--- src/hdl/edcd_pkg.sv ---
`default_nettype none

package edcd_pkg;

    // samples per batch, also the depth of the averaging window
    localparam int WINDOW = 5;

    localparam int ECHO_W = 20;
    localparam int HALF_W = ECHO_W - 1;
    localparam int SCALE_W = 16;
    localparam int MM_W = 12;
    localparam int POS_W = (WINDOW > 1) ? $clog2(WINDOW) : 1;
    localparam int SUM_W = MM_W + $clog2(WINDOW);

    // divide by WINDOW as multiply by rounded-up reciprocal, exact for any SUM_W-bit sum
    localparam int DIV_SHIFT = 22;
    localparam int DIV_MULT_W = DIV_SHIFT + 1;
    localparam logic [DIV_MULT_W-1:0] DIV_MULT = DIV_MULT_W'((1 << DIV_SHIFT) / WINDOW + 1);

    localparam int FIFO_DEPTH = 4;
    localparam int FIFO_AW = $clog2(FIFO_DEPTH);

    localparam int CFG_IDX_W = 2;
    localparam int CFG_DATA_W = 16;
    localparam logic [CFG_IDX_W-1:0] CFG_CLAMP_LIMIT = 2'd0;
    localparam logic [CFG_IDX_W-1:0] CFG_CHANGE_THRESHOLD = 2'd1;
    localparam logic [CFG_IDX_W-1:0] CFG_SCALE_Q16 = 2'd2;

    localparam logic [MM_W-1:0] CLAMP_RESET = 12'd1200;
    localparam logic [MM_W-1:0] THRESHOLD_RESET = 12'd150;
    localparam logic [SCALE_W-1:0] SCALE_RESET = 16'd22715;

    typedef struct packed {
        logic [MM_W-1:0]    clamp_limit;
        logic [MM_W-1:0]    change_threshold;
        logic [SCALE_W-1:0] scale_q16;
    } t_cfg;

    typedef struct packed {
        logic            valid;
        logic [MM_W-1:0] mm;
    } t_sample;

endpackage

`default_nettype wire

--- src/hdl/edcd_front.sv ---
`default_nettype none

module edcd_front (
    input  wire logic                         i_clk,
    input  wire logic                         i_rst_n,
    input  wire edcd_pkg::t_cfg               i_cfg,
    input  wire logic                         i_valid,
    output logic                              o_ready,
    input  wire logic [edcd_pkg::ECHO_W-1:0]  i_echo_us,
    output edcd_pkg::t_sample                 o_push,
    input  wire logic                         i_full
);
    import edcd_pkg::*;

    localparam int PROD_W = HALF_W + SCALE_W;

    logic                 r_vld;
    logic [HALF_W-1:0]    r_mm_raw;
    logic [PROD_W-1:0]    w_prod;
    logic                 w_take;

    assign o_ready = !r_vld || !i_full;
    assign w_take = i_valid && o_ready;
    assign w_prod = PROD_W'(i_echo_us[ECHO_W-1:1]) * PROD_W'(i_cfg.scale_q16);

    always_ff @(posedge i_clk) begin
        if (!i_rst_n) begin
            r_vld <= 1'b0;
        end else if (o_ready) begin
            r_vld <= i_valid;
        end
        if (w_take) begin
            r_mm_raw <= w_prod[PROD_W-1:SCALE_W];
        end
    end

    // saturate at the clamp limit on the way into the queue
    always_comb begin
        o_push.valid = r_vld && !i_full;
        if (r_mm_raw > HALF_W'(i_cfg.clamp_limit)) begin
            o_push.mm = i_cfg.clamp_limit;
        end else begin
            o_push.mm = r_mm_raw[MM_W-1:0];
        end
    end

endmodule

`default_nettype wire

--- src/hdl/edcd_fifo.sv ---
`default_nettype none

module edcd_fifo (
    input  wire logic                         i_clk,
    input  wire logic                         i_rst_n,
    input  wire edcd_pkg::t_sample            i_push,
    output logic                              o_full,
    input  wire logic                         i_pop,
    output logic                              o_empty,
    output logic [edcd_pkg::MM_W-1:0]         o_mm
);
    import edcd_pkg::*;

    logic [MM_W-1:0]    r_mem [FIFO_DEPTH];
    logic [FIFO_AW-1:0] r_wr_ptr;
    logic [FIFO_AW-1:0] r_rd_ptr;
    logic [FIFO_AW:0]   r_count;
    logic               w_pop;

    assign o_full = (r_count == (FIFO_AW+1)'(FIFO_DEPTH));
    assign o_empty = (r_count == '0);
    assign o_mm = r_mem[r_rd_ptr];
    assign w_pop = i_pop && !o_empty;

    always_ff @(posedge i_clk) begin
        if (!i_rst_n) begin
            r_wr_ptr <= '0;
            r_rd_ptr <= '0;
            r_count <= '0;
        end else begin
            if (i_push.valid) begin
                r_wr_ptr <= r_wr_ptr + 1'b1;
            end
            if (w_pop) begin
                r_rd_ptr <= r_rd_ptr + 1'b1;
            end
            if (i_push.valid && !w_pop) begin
                r_count <= r_count + 1'b1;
            end else if (!i_push.valid && w_pop) begin
                r_count <= r_count - 1'b1;
            end
        end
        if (i_push.valid) begin
            r_mem[r_wr_ptr] <= i_push.mm;
        end
    end

endmodule

`default_nettype wire

--- src/hdl/edcd_back.sv ---
`default_nettype none

module edcd_back (
    input  wire logic                         i_clk,
    input  wire logic                         i_rst_n,
    input  wire edcd_pkg::t_cfg               i_cfg,
    input  wire logic                         i_empty,
    input  wire logic [edcd_pkg::MM_W-1:0]    i_mm,
    output logic                              o_pop,
    output logic                              o_valid,
    input  wire logic                         i_ready,
    output logic [edcd_pkg::MM_W-1:0]         o_average_mm,
    output logic                              o_changed
);
    import edcd_pkg::*;

    localparam int PROD_W = SUM_W + DIV_MULT_W;

    logic                 w_en;
    logic                 w_last;
    logic [SUM_W-1:0]     w_sum;
    logic [PROD_W-1:0]    w_prod;
    logic [MM_W-1:0]      w_diff;
    logic                 w_changed;

    logic [POS_W-1:0]     r_pos;
    logic [SUM_W-1:0]     r_acc;
    logic                 r_sum_vld;
    logic [SUM_W-1:0]     r_sum;
    logic                 r_avg_vld;
    logic [MM_W-1:0]      r_avg;
    logic [MM_W-1:0]      r_prev;

    // whole back pipeline moves only while the output register can take a result
    assign w_en = !o_valid || i_ready;
    assign o_pop = w_en && !i_empty;
    assign w_last = (r_pos == POS_W'(WINDOW - 1));
    assign w_sum = r_acc + SUM_W'(i_mm);
    assign w_prod = PROD_W'(r_sum) * PROD_W'(DIV_MULT);

    // the batch always spans the whole window, so the ring total equals the batch sum
    always_comb begin
        if (r_prev > r_avg) begin
            w_diff = r_prev - r_avg;
        end else begin
            w_diff = r_avg - r_prev;
        end
        w_changed = (w_diff >= i_cfg.change_threshold) && (r_prev != '0);
    end

    always_ff @(posedge i_clk) begin
        if (!i_rst_n) begin
            r_pos <= '0;
            r_acc <= '0;
            r_sum_vld <= 1'b0;
            r_avg_vld <= 1'b0;
            r_prev <= '0;
            o_valid <= 1'b0;
        end else if (w_en) begin
            r_sum_vld <= o_pop && w_last;
            if (o_pop) begin
                if (w_last) begin
                    r_pos <= '0;
                    r_acc <= '0;
                end else begin
                    r_pos <= r_pos + 1'b1;
                    r_acc <= w_sum;
                end
            end
            r_avg_vld <= r_sum_vld;
            o_valid <= r_avg_vld;
            if (r_avg_vld) begin
                r_prev <= w_changed ? '0 : r_avg;
            end
        end
        if (w_en) begin
            if (o_pop && w_last) begin
                r_sum <= w_sum;
            end
            if (r_sum_vld) begin
                r_avg <= w_prod[DIV_SHIFT +: MM_W];
            end
            if (r_avg_vld) begin
                o_average_mm <= r_avg;
                o_changed <= w_changed;
            end
        end
    end

endmodule

`default_nettype wire

--- src/hdl/echo_distance_change_detector.sv ---
`default_nettype none

// echo distance change detector
// slave stream: one echo width in microseconds per transaction; master stream: one
// result per WINDOW accepted echoes with the batch mean distance and a change flag.
// the front stage scales the half echo by scale_q16 and saturates at clamp_limit;
// a four-entry queue decouples it from the back stage that sums the batch, divides
// by WINDOW with a reciprocal multiply and compares against the previous mean.
// throughput: one echo per cycle while the master side keeps up. the batch's last echo
// goes through the front register, the queue, then sum, divide and compare into the output.
// when the master side stalls, the back stage holds; the queue then fills and
// s_axis_tready falls after it and the front register are full.
// configuration: i_cfg_we writes register i_cfg_idx (0 clamp_limit, 1
// change_threshold, 2 scale_q16) from i_cfg_data; other indexes are ignored.
// reset restores 1200 / 150 / 22715, clears the batch and the previous mean.
module echo_distance_change_detector (
    input  wire logic                              i_clk,
    input  wire logic                              i_rst_n,
    input  wire logic                              i_s_axis_tvalid,
    output logic                                   o_s_axis_tready,
    input  wire logic [23:0]                       i_s_axis_tdata,  // echo_us[19:0]
    output logic                                   o_m_axis_tvalid,
    input  wire logic                              i_m_axis_tready,
    output logic [15:0]                            o_m_axis_tdata,  // average_mm[11:0], changed
    input  wire logic                              i_cfg_we,
    input  wire logic [edcd_pkg::CFG_IDX_W-1:0]    i_cfg_idx,
    input  wire logic [edcd_pkg::CFG_DATA_W-1:0]   i_cfg_data
);
    import edcd_pkg::*;

    t_cfg            r_cfg;
    t_sample         w_push;
    logic            w_full;
    logic            w_empty;
    logic            w_pop;
    logic [MM_W-1:0] w_fifo_mm;
    logic [MM_W-1:0] w_average_mm;
    logic            w_changed;

    always_ff @(posedge i_clk) begin
        if (!i_rst_n) begin
            r_cfg.clamp_limit <= CLAMP_RESET;
            r_cfg.change_threshold <= THRESHOLD_RESET;
            r_cfg.scale_q16 <= SCALE_RESET;
        end else if (i_cfg_we) begin
            case (i_cfg_idx)
                CFG_CLAMP_LIMIT: begin
                    r_cfg.clamp_limit <= i_cfg_data[MM_W-1:0];
                end
                CFG_CHANGE_THRESHOLD: begin
                    r_cfg.change_threshold <= i_cfg_data[MM_W-1:0];
                end
                CFG_SCALE_Q16: begin
                    r_cfg.scale_q16 <= i_cfg_data[SCALE_W-1:0];
                end
                default: begin
                end
            endcase
        end
    end

    edcd_front u_front (
        .i_clk     (i_clk),
        .i_rst_n   (i_rst_n),
        .i_cfg     (r_cfg),
        .i_valid   (i_s_axis_tvalid),
        .o_ready   (o_s_axis_tready),
        .i_echo_us (i_s_axis_tdata[ECHO_W-1:0]),
        .o_push    (w_push),
        .i_full    (w_full)
    );

    edcd_fifo u_fifo (
        .i_clk   (i_clk),
        .i_rst_n (i_rst_n),
        .i_push  (w_push),
        .o_full  (w_full),
        .i_pop   (w_pop),
        .o_empty (w_empty),
        .o_mm    (w_fifo_mm)
    );

    edcd_back u_back (
        .i_clk        (i_clk),
        .i_rst_n      (i_rst_n),
        .i_cfg        (r_cfg),
        .i_empty      (w_empty),
        .i_mm         (w_fifo_mm),
        .o_pop        (w_pop),
        .o_valid      (o_m_axis_tvalid),
        .i_ready      (i_m_axis_tready),
        .o_average_mm (w_average_mm),
        .o_changed    (w_changed)
    );

    assign o_m_axis_tdata = {3'b000, w_changed, w_average_mm};

endmodule

`default_nettype wire

--- config.mk ---
export PLATFORM = sky130hd
export DESIGN_NAME = echo_distance_change_detector
export DESIGN_NICKNAME = d
export VERILOG_FILES = /design/src/hdl/edcd_pkg.sv /design/src/hdl/edcd_front.sv /design/src/hdl/edcd_fifo.sv /design/src/hdl/edcd_back.sv /design/src/hdl/echo_distance_change_detector.sv
export SDC_FILE = /design/constraint.sdc
export NUM_CORES = 1
export LEC_CHECK = 0
export ABC_CLOCK_PERIOD_IN_PS = 7200
export BUFFER_PORTS_ARGS = -buffer_cell sky130_fd_sc_hd__buf_4
export CORE_MARGIN = 2
export CORE_UTILIZATION = 60
export CTS_CLUSTER_SIZE = 10
export DETAILED_ROUTE_END_ITERATION = 12
export PLACE_DENSITY = 0.77
export REMOVE_ABC_BUFFERS = 1
export SYNTH_ARGS = -nofsm -noshare
export SYNTH_HDL_FRONTEND = slang
export SYNTH_HIERARCHICAL = 1
export SYNTH_SLANG_ARGS = --single-unit
--- constraint.sdc ---
create_clock -name i_clk -period 7.2 [get_ports i_clk]
set_input_delay 0.36 -clock i_clk [delete_from_list [all_inputs] [get_ports i_clk]]
set_output_delay 0.36 -clock i_clk [all_outputs]
set_load 0.03 [all_outputs]
Word level (Yosys, flattened, before mapping)
Memory sizes are Yosys's and may differ from the RTL's. A register that Yosys moved wholly into a read port is not among the register bits. Index checks and enable logic that the tools add are counted.

Bits in registers: 140. RAM bits: 48. Input bits: 47. Output and inout port bits: 18. Word-level logic and storage cells: 74. Memories kept: 1.

Memories: u_fifo.r_mem (words 4, width 12, read ports 1, clocked after Yosys merged registers in 1, wr ports 1, RTL line edcd_fifo.sv:14) `logic [MM_W-1:0] r_mem [FIFO_DEPTH];`.

$add $sub $neg: 8. $mul: 2. Order comparisons: 3. Equality and inequality tests: 4. Mux-type cells: 11. Reductions and logical operators: 27.

Operators by type and width (count): 12-bit 2-to-1 mux (3); 19-bit by 16-bit multiplier with 35-bit output (1); 15-bit by 20-bit multiplier with 34-bit output (second input constant) (1); 12-bit subtractor (2); 19-bit by 12-bit greater-than comparator with 1-bit output (1); 15-bit by 12-bit adder with 15-bit output (1); 15-bit 2-to-1 mux (1); 2-bit AND reduction (7); 12-bit greater-or-equal comparator (1); 12-bit greater-than comparator (1); 12-bit nonzero test (1); 3-bit 2-to-1 mux (3); 1-bit logical AND (8); 3-bit by 1-bit adder with 3-bit output (second input constant) (2); 3-bit equality test (second input constant) (2); 1-bit zero test (6); 2-bit by 1-bit adder with 2-bit output (second input constant) (2); 2-bit 2-to-1 mux (2); 3-bit zero test (1); 3-bit by 1-bit subtractor with 3-bit output (second input constant) (1); 2-bit by 1-bit equality test with 1-bit output (second input constant) (1); 2-bit equality test (second input constant) (1); 2-bit zero test (1); 1-bit logical OR (2); 2 further kinds (3).

Depth between registers and ports, before layout
Gate-level depths: netlist (run 1).

Depth after elaboration: 7. Depth in mapped cells: 23. Gate-level depth less buffers: 22.

By module
Netlist (run 1), hierarchy kept.

By module, submodules not included: edcd_front (times used 1, cells an instance 1139, area each 10422.5 um^2, seq. area each 590.6 um^2); edcd_back (times used 1, cells an instance 864, area each 8354.3 um^2, seq. area each 1861.8 um^2); edcd_fifo (times used 1, cells an instance 105, area each 2203.4 um^2, seq. area each 1621.6 um^2); echo_distance_change_detector (times used 1, cells an instance 168, area each 1650.3 um^2, seq. area each 800.8 um^2).

Worst setup path after synthesis (run 1)
OpenSTA, ideal clock, no wires.

Path kind: reg2reg. Start: reg r_cfg[2] (netlist name). End: reg u_front.r_mm_raw[4], data pin. Arrival time: 5722 ps. Required time: 6941 ps. Slack: 1219 ps. Stages on the path, launching flop included: 22. Path through: dfxtp_1 clkbuf_1 clkbuf_1 nand2_1 fa_1 fa_1 fa_1 inv_1 fa_1 fa_1 inv_1 fa_1 inv_1 ha_1 and4_1 and3_1 a221o_1 o41ai_4 nor2b_1 o21a_1 nor2_2 xnor2_1.

Cells in the longest elaborated chain, start to end: 1.

RTL lines: from (decl) (RTL line echo_distance_change_detector.sv:31) `t_cfg r_cfg;`; 19-bit by 16-bit multiplier with 35-bit output (RTL line edcd_front.sv:24) `assign w_prod = PROD_W'(i_echo_us[ECHO_W-1:1]) * PROD_W'(i_cfg.scale_q16);`; net u_front.w_prod[20] (RTL line edcd_front.sv:19) `logic [PROD_W-1:0] w_prod;`; to (signal assigned) (RTL line edcd_front.sv:33) `r_mm_raw <= w_prod[PROD_W-1:SCALE_W];`; to (decl) (RTL line edcd_front.sv:18) `logic [HALF_W-1:0] r_mm_raw;`.

The timed path passes the listed nets, and every way through them passes these cells. A chain may end at the register's enable or synchronous reset.

Worst setup path after layout (run 1)
Start: reg r_cfg[1] (netlist name). End: reg u_front.r_mm_raw[18], data pin.

The elaborated chain is that of the path after synthesis.

==> results of run 1 <==
==> sequential cells by signal, summed over array words and instances (netlist names), named ones only <==
signal / flops
u_fifo/r_wr_ptr: 2
u_back/r_pos: 3
u_fifo/r_count: 3
u_back/r_avg_vld: 1
u_back/o_average_mm: 12
u_back/o_changed: 1
u_front/r_vld: 1
u_back/o_valid: 1
u_front/r_mm_raw: 19
u_fifo/r_mem: 48
u_back/r_prev: 12
r_cfg: 40
u_back/r_sum: 15
u_back/r_acc: 15
u_back/r_sum_vld: 1
u_fifo/r_rd_ptr: 2
u_back/r_avg: 12
==> metal layers <==
metal	vias to the layer above	global-route usage [%]
met4	0	9.25
li1	7293	-
met2	548	48.1
met1	7883	34.4
met5	-	0
met3	119	4.56
==> worst paths after layout <==
path                                                        to                   start  cells past startpoint
worst min-delay path                u_front/r_vld$_SDFFE_PN0N_         i_s_axis_tvalid                      3
worst min register to register          r_cfg[24]$_SDFFE_PN0P_  r_cfg[24]$_SDFFE_PN0P_                      2
worst max-delay path            u_front/r_mm_raw[18]$_DFFE_PP_   r_cfg[1]$_SDFFE_PN1P_                     19
worst max register to register  u_front/r_mm_raw[18]$_DFFE_PP_   r_cfg[1]$_SDFFE_PN1P_                     19
==> metrics by stage <==
step	setup slack [ns]	util [%]
after floorplan	1.44	-
after global placement	0.513	62.8
after detailed placement	0.334	62.8
after CTS	0.318	64.6
after global routing	0.0724	64.6
final	0.389	64.6
==> Yosys cell counts, types with 15 or more instances <==
cell type,count
inv_1,477
fa_1,308
ha_1,284
nand2_1,236
and2_1,162
edfxtp_1,107
dfxtp_1,83
a21oi_1,63
clkbuf_1,58
mux2i_1,39
nor2_1,38
o21ai_0,37
nor2b_1,33
xnor2_1,33
a21o_1,23
nand3_1,20
xor2_1,20
nor3_1,19
a22o_1,17
o21a_1,16
and3_1,15
mux2_2,15
o211ai_1,15
==> tightest hold or removal path, cell delays in order <==
cell,delay [ns]
buf_4,0.08
a21oi_1,0.03
nor2b_1,0.09
==> power by group <==
group          leakage [nW]  switching [mW]  total, mW  internal (mW)
sequential             1.66           0.108       1.64           1.53
combinational          9.83            3.28       5.77           2.49
clock                 0.315           0.515       1.01          0.496
total                  11.8            3.90       8.42           4.52
==> layout make-up <==
cell class	count	area, um^2
Antenna cell	1	2.50
Clock buffer	17	425
Tap cell	511	639
Sequential cell	190	4880
Fill cell	2921	13200
Inverter	477	1790
Multi-Input combinational cell	1533	15600
Clock inverter	15	228
Timing Repair Buffer	74	556
==> cell families after synthesis <==
family / after synthesis / synth area share [%]
adder cells (fa/ha/maj): 592 / 42.9
other: 1 / 0.0166
flip-flops: 190 / 21.5
buffers and inverters: 555 / 9.44
AO/OA/AOI/OAI: 231 / 7.05
multiplexers: 66 / 3.67
XOR/XNOR: 53 / 2.05
AND/OR/NAND/NOR: 588 / 13.3
==> out/metrics.yaml, run 1 <==
logic_synthesis:
  ys.flop_type: "edfxtp_1"
  cell_area_after_synthesis_um2: 22600
  ys_seq_elements: 190
  ys_types: 73
  synth_top_cells_by_area: "fa_1, ha_1, edfxtp_1"
  yosys.area.top_type_share_pct: 27.2
  postSynth.asyncResetShare_pct: 0
  syn_inst: 2276
  yosysTopAreaCell: "fa_1"
  synthesis.yosys.warnings: 6
  synth_enable_flop_cells: 107
  seq_area_frac_synth_pct: 21.5
  post_synth.cell_area_avg_um2: 9.94
placement:
  place.port_buffers: 56
  dpl_cell_area_um2: 23500
  place_congestion: 0.905
  hpwlAfterDp_um: 40000
  dp_cells: 2785
sta:
  final-max-slew-violation-count: 0
  fin_crit_sh_pct: 94.6
  rsz_0062_raised_after_global_routing: "false"
  total_negative_setup_slacks_ns: 0
  tightestPinTransition_ns: 1.14
  finalSetupViolCount: 0
  slew-limit-headroom_pct: 23.3
  fin_worst_skew_ns: 0.0207
  fin_crit_ns: 6.81
  achievable-frequency_mhz: 147
  hold_viol: 0
  timing.hold.ws_ns: 0.135
cts:
  tritoncts: "built"
  clockRootBuffer: "clkbuf_16"
  clk_path_buf_depth: 2
  cts_buffers: 17
  path_clk_slew_ns: 0.09
  cts.htree.levels: 4
  post_cts_resized: 0
  cts_hold_buffers: 0
  tritoncts_num_sinks: 190
  cts_post_setup_buffers_inserted: 0
  clk_latency_worst_skew_pair_ns: 0.46
route:
  routed-wl-met2_um: 25600
  ant_nets: 0
  wirelength_met1_um: 20800
  routed-via-count: 15800
  route.detailed.wl_per_inst_um: 18.1
  topRoutingLayerUsed: "met4"
  drt_first_pass_iters: 7
  detailedRoute.firstIterationViolations: 985
  post-route-drc-count: 0
  postRouteWirelength_um: 51100
  detail_route.vias_per_cell: 5.62
  route.met3.wl_um: 3130
global_route:
  grt_overflow: 0
  grt_util_all_layers_pct: 27.4
  grt_max_degree: 86
  first_pass_grt_wire_length_um: 84200
  grt_antenna_before_repair: 2
  first_global_vias: 17100
floorplan:
  design.die.area_um2: 39300
  die_y_um: 198
  ioPinCount: 65
  fp.coreArea_um2: 37400
  row_count: 71
  initial_core_util_pct: 60.5
  die_width_um: 198
worst_setup_path:
  r2r_setup_slack_ns: 0.39
  timing.critical_path.required_ns: 7.41
  start_kind: "flip-flop"
  crit_fanout: 15
  worst_setup_path_end_kind: "flip-flop"
  critPathMostFrequentCell: "fa_1"
  critPathBufInv: 3
  cpMaxStageDelayCell: "dfxtp_1"
  cpLargestDelayFamily: "adder cells"
  crit_path_max_incr_delay_ns: 0.76
  path_cells: "nand2_1 -> fa_1 -> fa_1 -> fa_1 -> inv_1 -> fa_1 -> fa_1 -> inv_1 -> fa_1 -> inv_1 -> ha_1 -> and4_1 -> and3_1 -> a221oi_1 -> a211oi_1 -> o21ai_0 -> nand4_1 -> a31oi_1 -> xnor2_1"
  path_class: "reg2reg"
  worstPathArrival_ns: 7.02
flow_run:
  maxCapViolCount: 0
finish:
  most_common_cell_after_layout_fill_and_taps_aside: "inv_1"
  post_layout_nonfiller_instances: 2818
  most-common-layout-cells: "inv_1, fa_1, ha_1, nand2_1, and2_1"
  finalInstanceArea_um2: 24200
  layout-drive-gt1-share_pct: 6.81
  layout-area-overhead-vs-synth_pct: 6.73
  finalNetCount: 2932
power_and_ir_drop:
  max_vdd_drop_v: 0.000635
  leak_pwr_nw: 11.8
  report.power.total_mw: 8.42
  power.density_cell_area_nw_per_um2: 349
run_status:
  result_of_the_run: "finished clean"
min_path:
  holdCritPathClass: "in2reg"
Power figures use the tool's default switching activity.
==> inputs of run 2 (changes only) <==
CORE_UTILIZATION = 30   (was 60)
PLACE_DENSITY = unset   (was 0.77)
==> out/metrics.yaml, run 2 (synthesized netlist as in run 1, its figures left out) <==
worst_setup_path:
  timing.critical_path.required_ns: 7.41
  worstPathArrival_ns: 6.83
  path_class: "reg2reg"
  crit_fanout: 12
  start_kind: "flip-flop"
  worst_setup_path_end_kind: "flip-flop"
cts:
  tritoncts: "built"
  cts_post_setup_buffers_inserted: 0
  cts.htree.levels: 4
  post_cts_resized: 0
  clockRootBuffer: "clkbuf_16"
  cts_buffers: 17
  clk_latency_worst_skew_pair_ns: 0.45
  path_clk_slew_ns: 0.08
  tritoncts_num_sinks: 190
  cts_hold_buffers: 0
  clk_path_buf_depth: 2
sta:
  tightestPinTransition_ns: 1.23
  fin_crit_sh_pct: 92.0
  finalSetupViolCount: 0
  achievable-frequency_mhz: 151
  total_negative_setup_slacks_ns: 0
  final-max-slew-violation-count: 0
  fin_worst_skew_ns: 0.0129
  fin_crit_ns: 6.62
  rsz_0062_raised_after_global_routing: "false"
  timing.hold.ws_ns: 0.164
  layout_setup_ws_ns: 0.575
  slew-limit-headroom_pct: 17.8
  hold_viol: 0
power_and_ir_drop:
  max_vdd_drop_v: 0.000476
  report.power.total_mw: 8.45
  leak_pwr_nw: 11.8
  power.density_cell_area_nw_per_um2: 342
finish:
  largest_registers: "u_fifo/r_mem x48, r_cfg x40, u_front/r_mm_raw x19"
  post-route-util_pct: 33.1
  post_layout_nonfiller_instances: 3279
  largest_register_ffs: 48
  layout-area-overhead-vs-synth_pct: 9.07
  most_common_cell_after_layout_fill_and_taps_aside: "inv_1"
  finalInstanceArea_um2: 24700
  layout-drive-gt1-share_pct: 6.88
  largest_register: "u_fifo/r_mem"
  finalNetCount: 2936
  most-common-layout-cells: "inv_1, fa_1, ha_1, nand2_1, and2_1"
  num_antenna_cells: 0
floorplan:
  row_count: 100
  fp.coreArea_um2: 74600
  die_y_um: 279
  ioPinCount: 65
  design.die.area_um2: 77600
  die_width_um: 279
  initial_core_util_pct: 30.3
global_route:
  first_pass_grt_wire_length_um: 84600
  first_global_vias: 16000
  grt_antenna_before_repair: 0
  grt_util_all_layers_pct: 13.7
  grt_overflow: 0
  grt_max_degree: 86
placement:
  place_ws_ns: 0.714
  place_congestion: 0.840
  dpl_cell_area_um2: 24100
  hpwlAfterDp_um: 41300
  dp_cells: 3247
  place.port_buffers: 56
route:
  post-route-drc-count: 0
  drt_first_pass_iters: 5
  detail_route.vias_per_cell: 4.62
  route.detailed.wl_per_inst_um: 15.7
  detailedRoute.firstIterationViolations: 666
  postRouteWirelength_um: 51400
  ant_nets: 0
  routed-via-count: 15200
run_status:
  result_of_the_run: "finished clean"
flow_run:
  maxCapViolCount: 0
min_path:
  holdCritPathClass: "in2reg"
==> run 2: cell count changes in the layout (fill, tap and decap cells not counted), moves of 2 or more <==
| cell | before | now |
|---|---|---|
| dfxtp_2 | 2 | 0 |
| clkinv_8 | 4 | 2 |
| inv_8 | 1 | 5 |
| clkinv_4 | 1 | 3 |
| dfxtp_1 | 81 | 83 |
| inv_12 | 4 | 0 |
| inv_16 | 3 | 0 |
| buf_4 | 74 | 78 |
==> run 2: layout make-up <==
| type | instances | area (um^2) |
|---|---|---|
| clock buffers | 18 | 439 |
| fillers | 7669 | 49900 |
| clock inverters | 14 | 145 |
| flip-flops and latches | 190 | 4870 |
| inverters | 477 | 1790 |
| multi-input cells | 1533 | 15600 |
| well taps | 969 | 1210 |
| repair buffers | 78 | 586 |
==> run 2: worst paths after layout <==
check,from,to,slack [ns],depth (start not counted)
worst max-delay path,r_cfg[1]$_SDFFE_PN1P_,u_front/r_mm_raw[16]$_DFFE_PP_,0.58,20
worst min-delay path,i_s_axis_tvalid,u_front/r_vld$_SDFFE_PN0N_,0.16,3
worst max register to register,r_cfg[1]$_SDFFE_PN1P_,u_front/r_mm_raw[16]$_DFFE_PP_,0.58,20
worst min register to register,r_cfg[21]$_SDFFE_PN0P_,r_cfg[21]$_SDFFE_PN0P_,0.46,2
==> run 2: worst max-delay path, cell delays in order (launching register included) <==
cell,delay (ns)
dfxtp_1,0.71
buf_4,0.29
nand2_1,0.09
fa_1,0.51
fa_1,0.55
inv_1,0.06
fa_1,0.49
fa_1,0.47
fa_1,0.51
inv_1,0.05
fa_1,0.50
inv_1,0.05
ha_1,0.37
nand3_1,0.11
nor2_1,0.21
nand3_1,0.16
a211oi_1,0.47
o21ai_0,0.27
a41oi_1,0.29
nor2_1,0.08
xnor2_1,0.12
==> run 2: report_power, final <==
| part | leakage, nW | switching, mW | internal (mW) |
|---|---|---|---|
| Sequential | 1.66 | 0.101 | 1.53 |
| Combinational | 9.84 | 3.34 | 2.52 |
| Clock | 0.286 | 0.474 | 0.472 |
==> run 2: layer usage <==
metal / vias to the layer above / share of wire, % / global-route usage (%)
met3: 41 / 4.0 / 1.98
met4: 0 / 1.7 / 3.03
met5: - / 0 / 0
met1: 7528 / 48 / 19.0
li1: 7313 / - / -
met2: 268 / 47 / 22.7
